===== src/rtl/power_sleep_controller_regs_defines.svh =====
`ifndef POWER_SLEEP_CONTROLLER_REGS_DEFINES_SVH
`define POWER_SLEEP_CONTROLLER_REGS_DEFINES_SVH

// same-cycle implication, clocked on clk, off while rst_n is low
`define PSC_ASSERT_NOW(lbl, ante, cons, msg) \
  lbl: assert property (@(posedge clk) disable iff (!rst_n) (ante) |-> (cons)) \
    else $error(msg);

// next-cycle implication, clocked on clk, off while rst_n is low
`define PSC_ASSERT_NEXT(lbl, ante, cons, msg) \
  lbl: assert property (@(posedge clk) disable iff (!rst_n) (ante) |=> (cons)) \
    else $error(msg);

`endif


===== src/rtl/psc_pkg.sv =====
package psc_pkg;

  localparam int unsigned NUM_MODULES = 64;
  localparam int unsigned NUM_DOMAINS = 4;

  localparam logic [31:0] POP_MASK_B0 = 32'h0000_ba3f;
  localparam logic [31:0] POP_MASK_B1 = 32'h8733_3ffe;
  localparam logic [31:0] ON_MASK_B0  = 32'h0000_1800;
  localparam logic [31:0] ON_MASK_B1  = 32'h8700_0000;

  // upper 20 address bits of each 4 KiB bank window
  localparam logic [19:0] BANK0_PAGE = 20'h01c10;
  localparam logic [19:0] BANK1_PAGE = 20'h01e27;

  localparam logic [11:0] OFF_GO   = 12'h120;
  localparam logic [11:0] OFF_BUSY = 12'h128;
  // offset bits [11:7] of the status and control arrays
  localparam logic [4:0]  STATUS_REGION = 5'h10;
  localparam logic [4:0]  CTRL_REGION   = 5'h14;

  localparam logic [31:0] STATUS_BASE = 32'h0000_0b00;
  localparam logic [31:0] STATUS_HIGH = 32'h0000_0400;
  localparam logic [31:0] STATUS_ODD  = 32'h0000_1000;

  localparam logic [8:0]  CTRL_DSP   = 9'h103;
  localparam logic [4:0]  DSP_SLOT   = 5'd15;
  localparam logic [4:0]  LAST_SLOT  = 5'd31;
  localparam logic [1:0]  STATE_ON   = 2'd3;
  localparam logic [3:0]  WR_SIZE    = 4'd4;
  localparam logic [7:0]  TICKS_RESET = 8'd8;

  typedef enum logic [1:0] {
    OP_READ  = 2'd0,
    OP_WRITE = 2'd1,
    OP_TICK  = 2'd2,
    OP_NONE  = 2'd3
  } psc_op_t;

  typedef enum logic [3:0] {
    ACT_REJECT,
    ACT_RD_GO,
    ACT_RD_BUSY,
    ACT_RD_STATUS,
    ACT_RD_CTRL,
    ACT_WR_CTRL,
    ACT_WR_GO,
    ACT_WR_CHECK,
    ACT_TICK
  } psc_act_t;

  typedef struct packed {
    psc_act_t   act;
    logic       bank;
    logic [4:0] slot;
    logic [1:0] go_dom;
    logic [8:0] ctrl;
  } psc_dec_t;

  typedef struct packed {
    logic [8:0] ctrl;
    logic [1:0] st;
    logic [1:0] tgt;
  } psc_entry_t;

  function automatic logic psc_populated(input logic bank, input logic [4:0] slot);
    return bank ? POP_MASK_B1[slot] : POP_MASK_B0[slot];
  endfunction

  function automatic logic psc_always_on(input logic bank, input logic [4:0] slot);
    return bank ? ON_MASK_B1[slot] : ON_MASK_B0[slot];
  endfunction

  function automatic logic psc_domain(input logic bank, input logic [4:0] slot);
    return slot == (bank ? LAST_SLOT : DSP_SLOT);
  endfunction

  function automatic psc_entry_t psc_boot(input logic bank, input logic [4:0] slot);
    psc_entry_t e;
    logic       dsp;
    dsp = !bank && (slot == DSP_SLOT);
    e   = '0;
    if (psc_populated(bank, slot) && (psc_always_on(bank, slot) || dsp)) begin
      e.st   = STATE_ON;
      e.ctrl = 9'(STATE_ON);
    end
    if (dsp) begin
      e.ctrl[8] = 1'b1;
    end
    return e;
  endfunction

  function automatic logic [31:0] psc_status_word(input logic [1:0] st);
    return STATUS_BASE | 32'(st) | (st[1] ? STATUS_HIGH : '0) | (st[0] ? STATUS_ODD : '0);
  endfunction

endpackage


===== src/rtl/psc_decode.sv =====
module psc_decode (
  input  logic [1:0]       in_opcode,
  input  logic [31:0]      in_bus_address,
  input  logic [63:0]      in_write_data,
  input  logic [3:0]       in_access_size,
  input  logic             in_commit,
  output psc_pkg::psc_dec_t dec
);
  import psc_pkg::*;

  logic        in_b0, in_b1, mapped, pop, ctrl_ok, go_ok;
  logic [11:0] off;
  logic [4:0]  slot;

  assign in_b0  = in_bus_address[31:12] == BANK0_PAGE;
  assign in_b1  = in_bus_address[31:12] == BANK1_PAGE;
  assign mapped = (in_bus_address[1:0] == 2'b00) && (in_b0 || in_b1);
  assign off    = in_bus_address[11:0];
  assign slot   = off[6:2];
  assign pop    = psc_populated(in_b1, slot);
  // the dsp slot takes only its one fixed value
  assign ctrl_ok = (!in_b1 && slot == DSP_SLOT) ? (in_write_data == 64'(CTRL_DSP))
                                                : (in_write_data[63:2] == '0);
  assign go_ok   = in_write_data[63:2] == '0;

  always_comb begin
    dec        = '0;
    dec.act    = ACT_REJECT;
    dec.bank   = in_b1;
    dec.slot   = slot;
    dec.go_dom = in_write_data[1:0];
    dec.ctrl   = in_write_data[8:0];
    case (psc_op_t'(in_opcode))
      OP_READ: begin
        if (mapped) begin
          if (off == OFF_GO) begin
            dec.act = ACT_RD_GO;
          end else if (off == OFF_BUSY) begin
            dec.act = ACT_RD_BUSY;
          end else if (off[11:7] == STATUS_REGION && pop) begin
            dec.act = ACT_RD_STATUS;
          end else if (off[11:7] == CTRL_REGION && pop) begin
            dec.act = ACT_RD_CTRL;
          end
        end
      end
      OP_WRITE: begin
        if (mapped && in_access_size == WR_SIZE) begin
          if (off[11:7] == CTRL_REGION) begin
            if (pop && ctrl_ok) begin
              dec.act = in_commit ? ACT_WR_CTRL : ACT_WR_CHECK;
            end
          end else if (off == OFF_GO && go_ok) begin
            dec.act = in_commit ? ACT_WR_GO : ACT_WR_CHECK;
          end
        end
      end
      OP_TICK: begin
        dec.act = ACT_TICK;
      end
      default: begin
        dec.act = ACT_REJECT;
      end
    endcase
  end

endmodule


===== src/rtl/power_sleep_controller_regs.sv =====
// channel | direction | handshake           | payload
// in      | input     | in_valid/in_ready   | opcode, bus_address, write_data, size, commit
// out     | output    | out_valid/out_ready | accepted, read_data
// cfg     | input     | cfg_we              | cfg_wdata (transition_ticks)
//
// one item at a time; rejects, checks, GO and busy reads, GO or tick with no sweep go
// straight to S_RESP; status and control reads pass S_READ, control writes S_RMW; a GO
// that starts a domain or a tick that ends one passes S_SWEEP, a sweep of all 64 entries
// through the state memory, one read a cycle and a write of each eligible entry
// reset: synchronous, active low; a pass then loads the boot table, in_ready low, cfg
// writes taken; a held result lets the next item in and stalls it at its result
`include "power_sleep_controller_regs_defines.svh"

module power_sleep_controller_regs (
  input  logic        clk,
  input  logic        rst_n,
  input  logic        in_valid,
  output logic        in_ready,
  input  logic [1:0]  in_opcode,
  input  logic [31:0] in_bus_address,
  input  logic [63:0] in_write_data,
  input  logic [3:0]  in_access_size,
  input  logic        in_commit,
  output logic        out_valid,
  input  logic        out_ready,
  output logic        out_accepted,
  output logic [31:0] out_read_data,
  input  logic        cfg_we,
  input  logic [7:0]  cfg_wdata
);
  import psc_pkg::*;

  typedef enum logic [2:0] {
    S_INIT,
    S_IDLE,
    S_READ,
    S_RMW,
    S_SWEEP,
    S_RESP
  } state_t;

  state_t     state_r;
  logic [5:0] init_idx_r;
  logic [6:0] sw_idx_r;   // top bit set once every entry has been read
  logic       sw_go_r;
  logic [NUM_DOMAINS-1:0] sw_mask_r;
  logic       p_vld_r;
  logic [5:0] p_idx_r;
  logic [7:0] cd_r [NUM_DOMAINS];
  logic [7:0] ticks_r;
  psc_act_t   act_r;
  logic [5:0] idx_r;
  logic [8:0] ctrl_r;
  logic       res_acc_r;
  logic [31:0] res_data_r;
  logic       out_valid_r, out_acc_r;
  logic [31:0] out_data_r;

  // per-module state: control, status state and target
  psc_entry_t mem_r [NUM_MODULES];
  psc_entry_t rd_data_r;

  psc_dec_t   dec;
  logic       accept;
  logic [5:0] idx_in;
  logic [7:0] cd_tick [NUM_DOMAINS];
  logic [NUM_DOMAINS-1:0] done_mask, go_mask;

  logic       mem_re, mem_we;
  logic [5:0] mem_raddr, mem_waddr;
  psc_entry_t mem_wdata, sweep_entry;
  logic       p_bank, p_elig;
  logic [4:0] p_slot;
  logic [1:0] p_k;

  psc_decode u_decode (
    .in_opcode      (in_opcode),
    .in_bus_address (in_bus_address),
    .in_write_data  (in_write_data),
    .in_access_size (in_access_size),
    .in_commit      (in_commit),
    .dec            (dec)
  );

  assign in_ready      = state_r == S_IDLE;
  assign accept        = in_valid && in_ready;
  assign idx_in        = {dec.bank, dec.slot};
  assign out_valid     = out_valid_r;
  assign out_accepted  = out_acc_r;
  assign out_read_data = out_data_r;

  // countdown step on a tick, and which domains a tick ends or a GO starts
  always_comb begin
    for (int k = 0; k < NUM_DOMAINS; k++) begin
      cd_tick[k]   = (cd_r[k] != '0) ? cd_r[k] - 8'd1 : cd_r[k];
      done_mask[k] = cd_r[k] == 8'd1;
      // a busy domain ignores GO
      go_mask[k]   = (dec.bank == k[1]) && dec.go_dom[k[0]] && (cd_r[k] == '0);
    end
  end

  // sweep: the entry read last cycle is updated and written back while the
  // next one is read, so the two never hit the same entry
  assign p_bank = p_idx_r[5];
  assign p_slot = p_idx_r[4:0];
  assign p_k    = {p_bank, psc_domain(p_bank, p_slot)};
  assign p_elig = p_vld_r && psc_populated(p_bank, p_slot) && sw_mask_r[p_k];

  always_comb begin
    sweep_entry = rd_data_r;
    if (sw_go_r) begin
      // GO latches the target: always-on slots go on, others follow control
      sweep_entry.tgt = psc_always_on(p_bank, p_slot) ? STATE_ON : rd_data_r.ctrl[1:0];
    end else begin
      // end of countdown: status takes the target
      sweep_entry.st = rd_data_r.tgt;
    end
  end

  always_comb begin
    mem_re    = 1'b0;
    mem_raddr = idx_in;
    mem_we    = 1'b0;
    mem_waddr = p_idx_r;
    mem_wdata = sweep_entry;
    case (state_r)
      S_INIT: begin
        mem_we    = 1'b1;
        mem_waddr = init_idx_r;
        mem_wdata = psc_boot(init_idx_r[5], init_idx_r[4:0]);
      end
      S_IDLE: begin
        mem_re = accept && (dec.act == ACT_RD_STATUS || dec.act == ACT_RD_CTRL ||
                            dec.act == ACT_WR_CTRL);
      end
      S_RMW: begin
        // control write: keep status and target of the entry just read
        mem_we         = 1'b1;
        mem_waddr      = idx_r;
        mem_wdata      = rd_data_r;
        mem_wdata.ctrl = ctrl_r;
      end
      S_SWEEP: begin
        mem_re    = !sw_idx_r[6];
        mem_raddr = sw_idx_r[5:0];
        mem_we    = p_elig;
      end
      default: begin
        mem_re = 1'b0;
      end
    endcase
  end

  always_ff @(posedge clk) begin
    if (mem_we) begin
      mem_r[mem_waddr] <= mem_wdata;
    end
    if (mem_re) begin
      rd_data_r <= mem_r[mem_raddr];
    end
  end

  always_ff @(posedge clk) begin
    if (!rst_n) begin
      state_r     <= S_INIT;
      init_idx_r  <= '0;
      sw_idx_r    <= '0;
      p_vld_r     <= 1'b0;
      ticks_r     <= TICKS_RESET;
      out_valid_r <= 1'b0;
      for (int k = 0; k < NUM_DOMAINS; k++) begin
        cd_r[k] <= '0;
      end
    end else begin
      if (cfg_we) begin
        ticks_r <= cfg_wdata;
      end
      // in S_RESP the output register is handled below
      if (out_valid_r && out_ready && state_r != S_RESP) begin
        out_valid_r <= 1'b0;
      end
      case (state_r)
        S_INIT: begin
          init_idx_r <= init_idx_r + 6'd1;
          if (init_idx_r == 6'(NUM_MODULES - 1)) begin
            state_r <= S_IDLE;
          end
        end
        S_IDLE: begin
          if (accept) begin
            act_r      <= dec.act;
            idx_r      <= idx_in;
            ctrl_r     <= dec.ctrl;
            res_acc_r  <= dec.act != ACT_REJECT;
            res_data_r <= (dec.act == ACT_RD_BUSY) ?
                          {30'd0, cd_r[{dec.bank, 1'b1}] != '0,
                           cd_r[{dec.bank, 1'b0}] != '0} : '0;
            sw_idx_r   <= '0;
            case (dec.act)
              ACT_RD_BUSY: begin
                state_r <= S_RESP;
              end
              ACT_RD_STATUS, ACT_RD_CTRL: begin
                state_r <= S_READ;
              end
              ACT_WR_CTRL: begin
                state_r <= S_RMW;
              end
              ACT_WR_GO: begin
                for (int k = 0; k < NUM_DOMAINS; k++) begin
                  if (go_mask[k]) begin
                    cd_r[k] <= ticks_r;
                  end
                end
                sw_go_r   <= 1'b1;
                sw_mask_r <= go_mask;
                state_r   <= (go_mask != '0) ? S_SWEEP : S_RESP;
              end
              ACT_TICK: begin
                for (int k = 0; k < NUM_DOMAINS; k++) begin
                  cd_r[k] <= cd_tick[k];
                end
                sw_go_r   <= 1'b0;
                sw_mask_r <= done_mask;
                state_r   <= (done_mask != '0) ? S_SWEEP : S_RESP;
              end
              default: begin
                state_r <= S_RESP;
              end
            endcase
          end
        end
        S_READ: begin
          res_data_r <= (act_r == ACT_RD_STATUS) ? psc_status_word(rd_data_r.st)
                                                 : {23'd0, rd_data_r.ctrl};
          state_r    <= S_RESP;
        end
        S_RMW: begin
          state_r <= S_RESP;
        end
        S_SWEEP: begin
          p_vld_r <= !sw_idx_r[6];
          p_idx_r <= sw_idx_r[5:0];
          if (!sw_idx_r[6]) begin
            sw_idx_r <= sw_idx_r + 7'd1;
          end else begin
            state_r <= S_RESP;
          end
        end
        S_RESP: begin
          // result moves on once the output register is free or being emptied
          if (!out_valid_r || out_ready) begin
            out_valid_r <= 1'b1;
            out_acc_r   <= res_acc_r;
            out_data_r  <= res_data_r;
            state_r     <= S_IDLE;
          end
        end
        default: begin
          state_r <= S_IDLE;
        end
      endcase
    end
  end

  // one item in flight: a transfer closes the input until its result is out
  `PSC_ASSERT_NEXT(a_one_item, in_valid && in_ready, !in_ready, "second item taken while busy")
  // rejected accesses never carry read data
  `PSC_ASSERT_NOW(a_reject_zero, out_valid && !out_accepted, out_read_data == '0, "rejected access returned data")
  // a tick is always accepted and returns zero
  `PSC_ASSERT_NEXT(a_tick_ok, in_valid && in_ready && in_opcode == OP_TICK, res_acc_r && res_data_r == '0, "tick result wrong")

endmodule


===== config.mk =====
export PLATFORM = sky130hd
export DESIGN_NAME = power_sleep_controller_regs
export DESIGN_NICKNAME = d
export VERILOG_FILES = /design/src/rtl/psc_pkg.sv /design/src/rtl/psc_decode.sv /design/src/rtl/power_sleep_controller_regs.sv
export VERILOG_INCLUDE_DIRS = /design/src /design/src/rtl
export SDC_FILE = /design/constraint.sdc
export NUM_CORES = 1
export LEC_CHECK = 0
export ABC_AREA = 1
export BUFFER_PORTS_ARGS = -buffer_cell sky130_fd_sc_hd__buf_4
export CAP_MARGIN = 10
export CELL_PAD_IN_SITES_DETAIL_PLACEMENT = 1
export CELL_PAD_IN_SITES_GLOBAL_PLACEMENT = 2
export CORE_MARGIN = 2
export CORE_UTILIZATION = 25
export CTS_CLUSTER_DIAMETER = 150
export CTS_CLUSTER_SIZE = 16
export DETAILED_ROUTE_END_ITERATION = 16
export PLACE_DENSITY_LB_ADDON = 0.08
export SYNTH_ARGS = -nofsm -noshare
export SYNTH_HDL_FRONTEND = slang
export SYNTH_SLANG_ARGS = --single-unit

===== constraint.sdc =====
create_clock -name clk -period 9.45 [get_ports clk]
set_clock_uncertainty 0.1 [all_clocks]
set_input_delay 1.4175 -clock clk [delete_from_list [all_inputs] [get_ports clk]]
set_output_delay 1.4175 -clock clk [all_outputs]
set_load 0.03 [all_outputs]

==> qor.txt <==
gpl congestion -> 0.745
met1 Usage GRT -> 0.234
Synth area leader -> edfxtp_1
top-count cell post-synth -> edfxtp_1
area share of the largest cell type after synthesis -> 0.692
status -> completed
vias in the first global route -> 28600
initial antenna violation count -> 5
hold endpoint -> p_idx_r[4]
RSZ-0062 raised after global routing -> false
hold_ws -> 0.329 ns
WL final -> 142000 microns
Layout Nets -> 3541
Crit Path Max Fanout -> 96
number of H-tree levels -> 3
internal reg-to-reg setup slack -> 4.39 ns
Post-CTS Resized -> 0
hold_sp -> sw_idx_r[4]
Max Cap Viol -> 0
Worst EP arrival -> 5.49 ns
fraction of the yosys area taken by sequential cells -> 0.709
DP HPWL -> 85200 microns
CTS tree -> done
Hold Buf Count CTS -> 0
worst hold path class -> reg2reg
Leakage -> 13.9 nW
crit share post-route -> 0.536
vias per inst -> 4.80
IO Port Bufs -> 131
mapped cell area -> 0.0405 sq mm
Setup crit end kind -> flip-flop
total CTS buffers -> 70
DRT iter0 DRCs -> 1609
min cycle time layout -> 5.07 ns
Fin. Hold Viols -> 0
warnings from Yosys -> 0
Max-slew headroom -> 0.184
Layout area overhead -> 13.2%
asr flop ratio synth -> 0
gr busiest metal -> met2
Core Area -> 0.161 sq mm
Die ar. -> 0.165 sq mm
first-pass GRT wire length -> 206000 microns
Critical R2R Launch -> state_r[2]
Data required, critical path -> 9.87 ns
FMAX -> 197 MHz
synth unique cells -> 60
total vias in the final route -> 26900
grt total ovfl -> 0
number of synthesized flops with an enable pin -> 933
Skew-Pair Late Insertion Delay -> 0.68 ns
top post-synthesis cells by area -> edfxtp_1 (69%), nor2_1 (5.4%), o21ai_0 (4.8%), nand2_1 (2.8%), o221ai_1 (2.2%)
pwr dens -> 178 mW/mm^2
# rows -> 147
setup_tns -> 0 ns
Routed Antenna Nets -> 0
Critical R2R Capture -> rd_data_r[9]
syn_area_per_cell -> 12.1 sq um
Worst-Margin Slew -> 1.22 ns
first-pass iteration count of the detailed router -> 5
Commonest cells post-synth -> edfxtp_1 (933), nor2_1 (587), o21ai_0 (387)
Final setup viols -> 0
share of cells above drive strength 1 -> 0.105
CTS Buffer Depth -> 3
Peak VDD IR -> 112 uV
Post-CTS Repair Setup Buffers -> 0
grt met2 use -> 0.289
Tot GR Track Use -> 0.171
hold path depth -> 0
I/O Pins -> 151
WS Path Type -> in2reg
Synth Flop Type -> edfxtp_1
Fillers -> 17600
reg2reg path depth -> 13
Setup crit start kind -> input pin
Reg clk slew, reported paths -> 0.07 ns
Final Max Tran Viols -> 0
Seq cells post-synth -> 967
largest net degree at the start of global routing -> 128
root buffer cell -> clkbuf_16
met3 usage -> 0.0172
DRC -> 0
Synth Instances -> 3345
initial cell density of the core -> 0.252
DR WL/cell -> 25.4 microns
clock sink count -> 967
Die Y -> 406 microns
Die X -> 406 microns
-- sequential cells by signal, summed over array words and instances (netlist names), 3 cells and up, named ones only --
| register | cells |
|---|---|
| p_idx_r | 6 |
| mem_r | 832 |
| ticks_r | 8 |
| sw_idx_r | 7 |
| cd_r | 32 |
| act_r | 4 |
| init_idx_r | 6 |
| res_data_r | 12 |
| idx_r | 6 |
| rd_data_r | 13 |
| out_read_data | 12 |
| sw_mask_r | 4 |
| state_r | 3 |
| ctrl_r | 9 |
-- cell usage in the layout, fill, tap and decap left out, types with 8 or more instances in the layout --
cell / netlist / layout
nor2_2: 12 / 23
a21oi_1: 35 / 35
o21ai_0: 387 / 380
ha_1: 12 / 12
o21ai_4: 0 / 9
dfxtp_1: 34 / 34
xnor2_1: 10 / 10
clkbuf_1: 84 / 16
nor2_1: 587 / 576
xor2_1: 10 / 10
conb_1: 1 / 19
buf_4: 25 / 182
nand3_1: 125 / 123
clkbuf_16: 0 / 72
nor3_1: 29 / 28
edfxtp_1: 933 / 933
inv_2: 23 / 22
o21ai_1: 86 / 86
nand4_1: 8 / 8
o221ai_1: 103 / 103
o211ai_1: 106 / 106
o22ai_1: 105 / 105
inv_1: 156 / 156
nand2_1: 297 / 297
-- layer usage --
metal,up-vias,routed length [microns]
met5,-,0
met2,354,69500
li1,12300,-
met1,14100,66500
met4,0,2860
met3,139,3560
-- logic make-up after synthesis --
logic type | synth area share
flops | 0.709
other cells | 0.0000926
xor+xnor | 0.00433
buf+inv | 0.0423
fa+ha+maj | 0.00371
simple gates | 0.113
compound gates | 0.128
-- worst max-delay path, stage by stage --
cell	delay (ns)
buf_4	0.11
inv_1	0.07
nand2_1	0.11
o21ai_4	0.06
buf_4	0.29
inv_8	0.51
buf_4	0.54
buf_4	0.80
o21ai_0	0.16
o221ai_1	0.28
o211ai_1	0.16
nand3_1	0.27
nand3_1	0.31
nand2_1	0.14
-- where the power goes --
part	internal, mW	switching [mW]	leakage, nW
Clock	1.39	1.54	0.933
Sequential	4.68	0.0128	7.80
Combinational	0.144	0.403	5.12
Total	6.21	1.96	13.9
-- stage by stage --
stage	utilization	instance area [sq um]	instances	power [mW]	worst slack, ns
2_1_floorplan	-	40600	3363	5.11	3.24
5_1_grt	0.285	45800	5595	8.47	4.03
6_report	0.285	45800	5597	8.17	4.38
3_3_place_gp	0.273	43900	5499	5.35	3.67
3_5_place_dp	0.273	43900	5501	5.35	3.69
4_1_cts	0.285	45800	5595	8.29	4.35
-- worst max path at each step --
| stage | from | end | slack (ns) | cells after the start |
|---|---|---|---|---|
| floorplan | state_r[2] | mem_r[0][0] | 3.24 | 5 |
| global placement | in_bus_address[2] | rd_data_r[9] | 3.67 | 14 |
| detailed placement | in_bus_address[2] | rd_data_r[9] | 3.69 | 14 |
| CTS | state_r[0] | rd_data_r[9] | 4.35 | 14 |
| global route | state_r[0] | rd_data_r[9] | 4.03 | 14 |
| finish | in_bus_address[2] | rd_data_r[9] | 4.38 | 14 |
-- area by class of cell --
class                   count  area [sq um]  area share
flip-flops and latches    967         28700       0.626
multi-input cells        2003         10300       0.226
well taps                2160          2700      0.0590
clock buffers              88          1860      0.0406
repair buffers            187          1460      0.0318
inverters                 184           704      0.0154
clock inverters             6          55.1     0.00120
diodes                      2          5.00    0.000109
No activity file was read; power rests on OpenSTA's default activity.
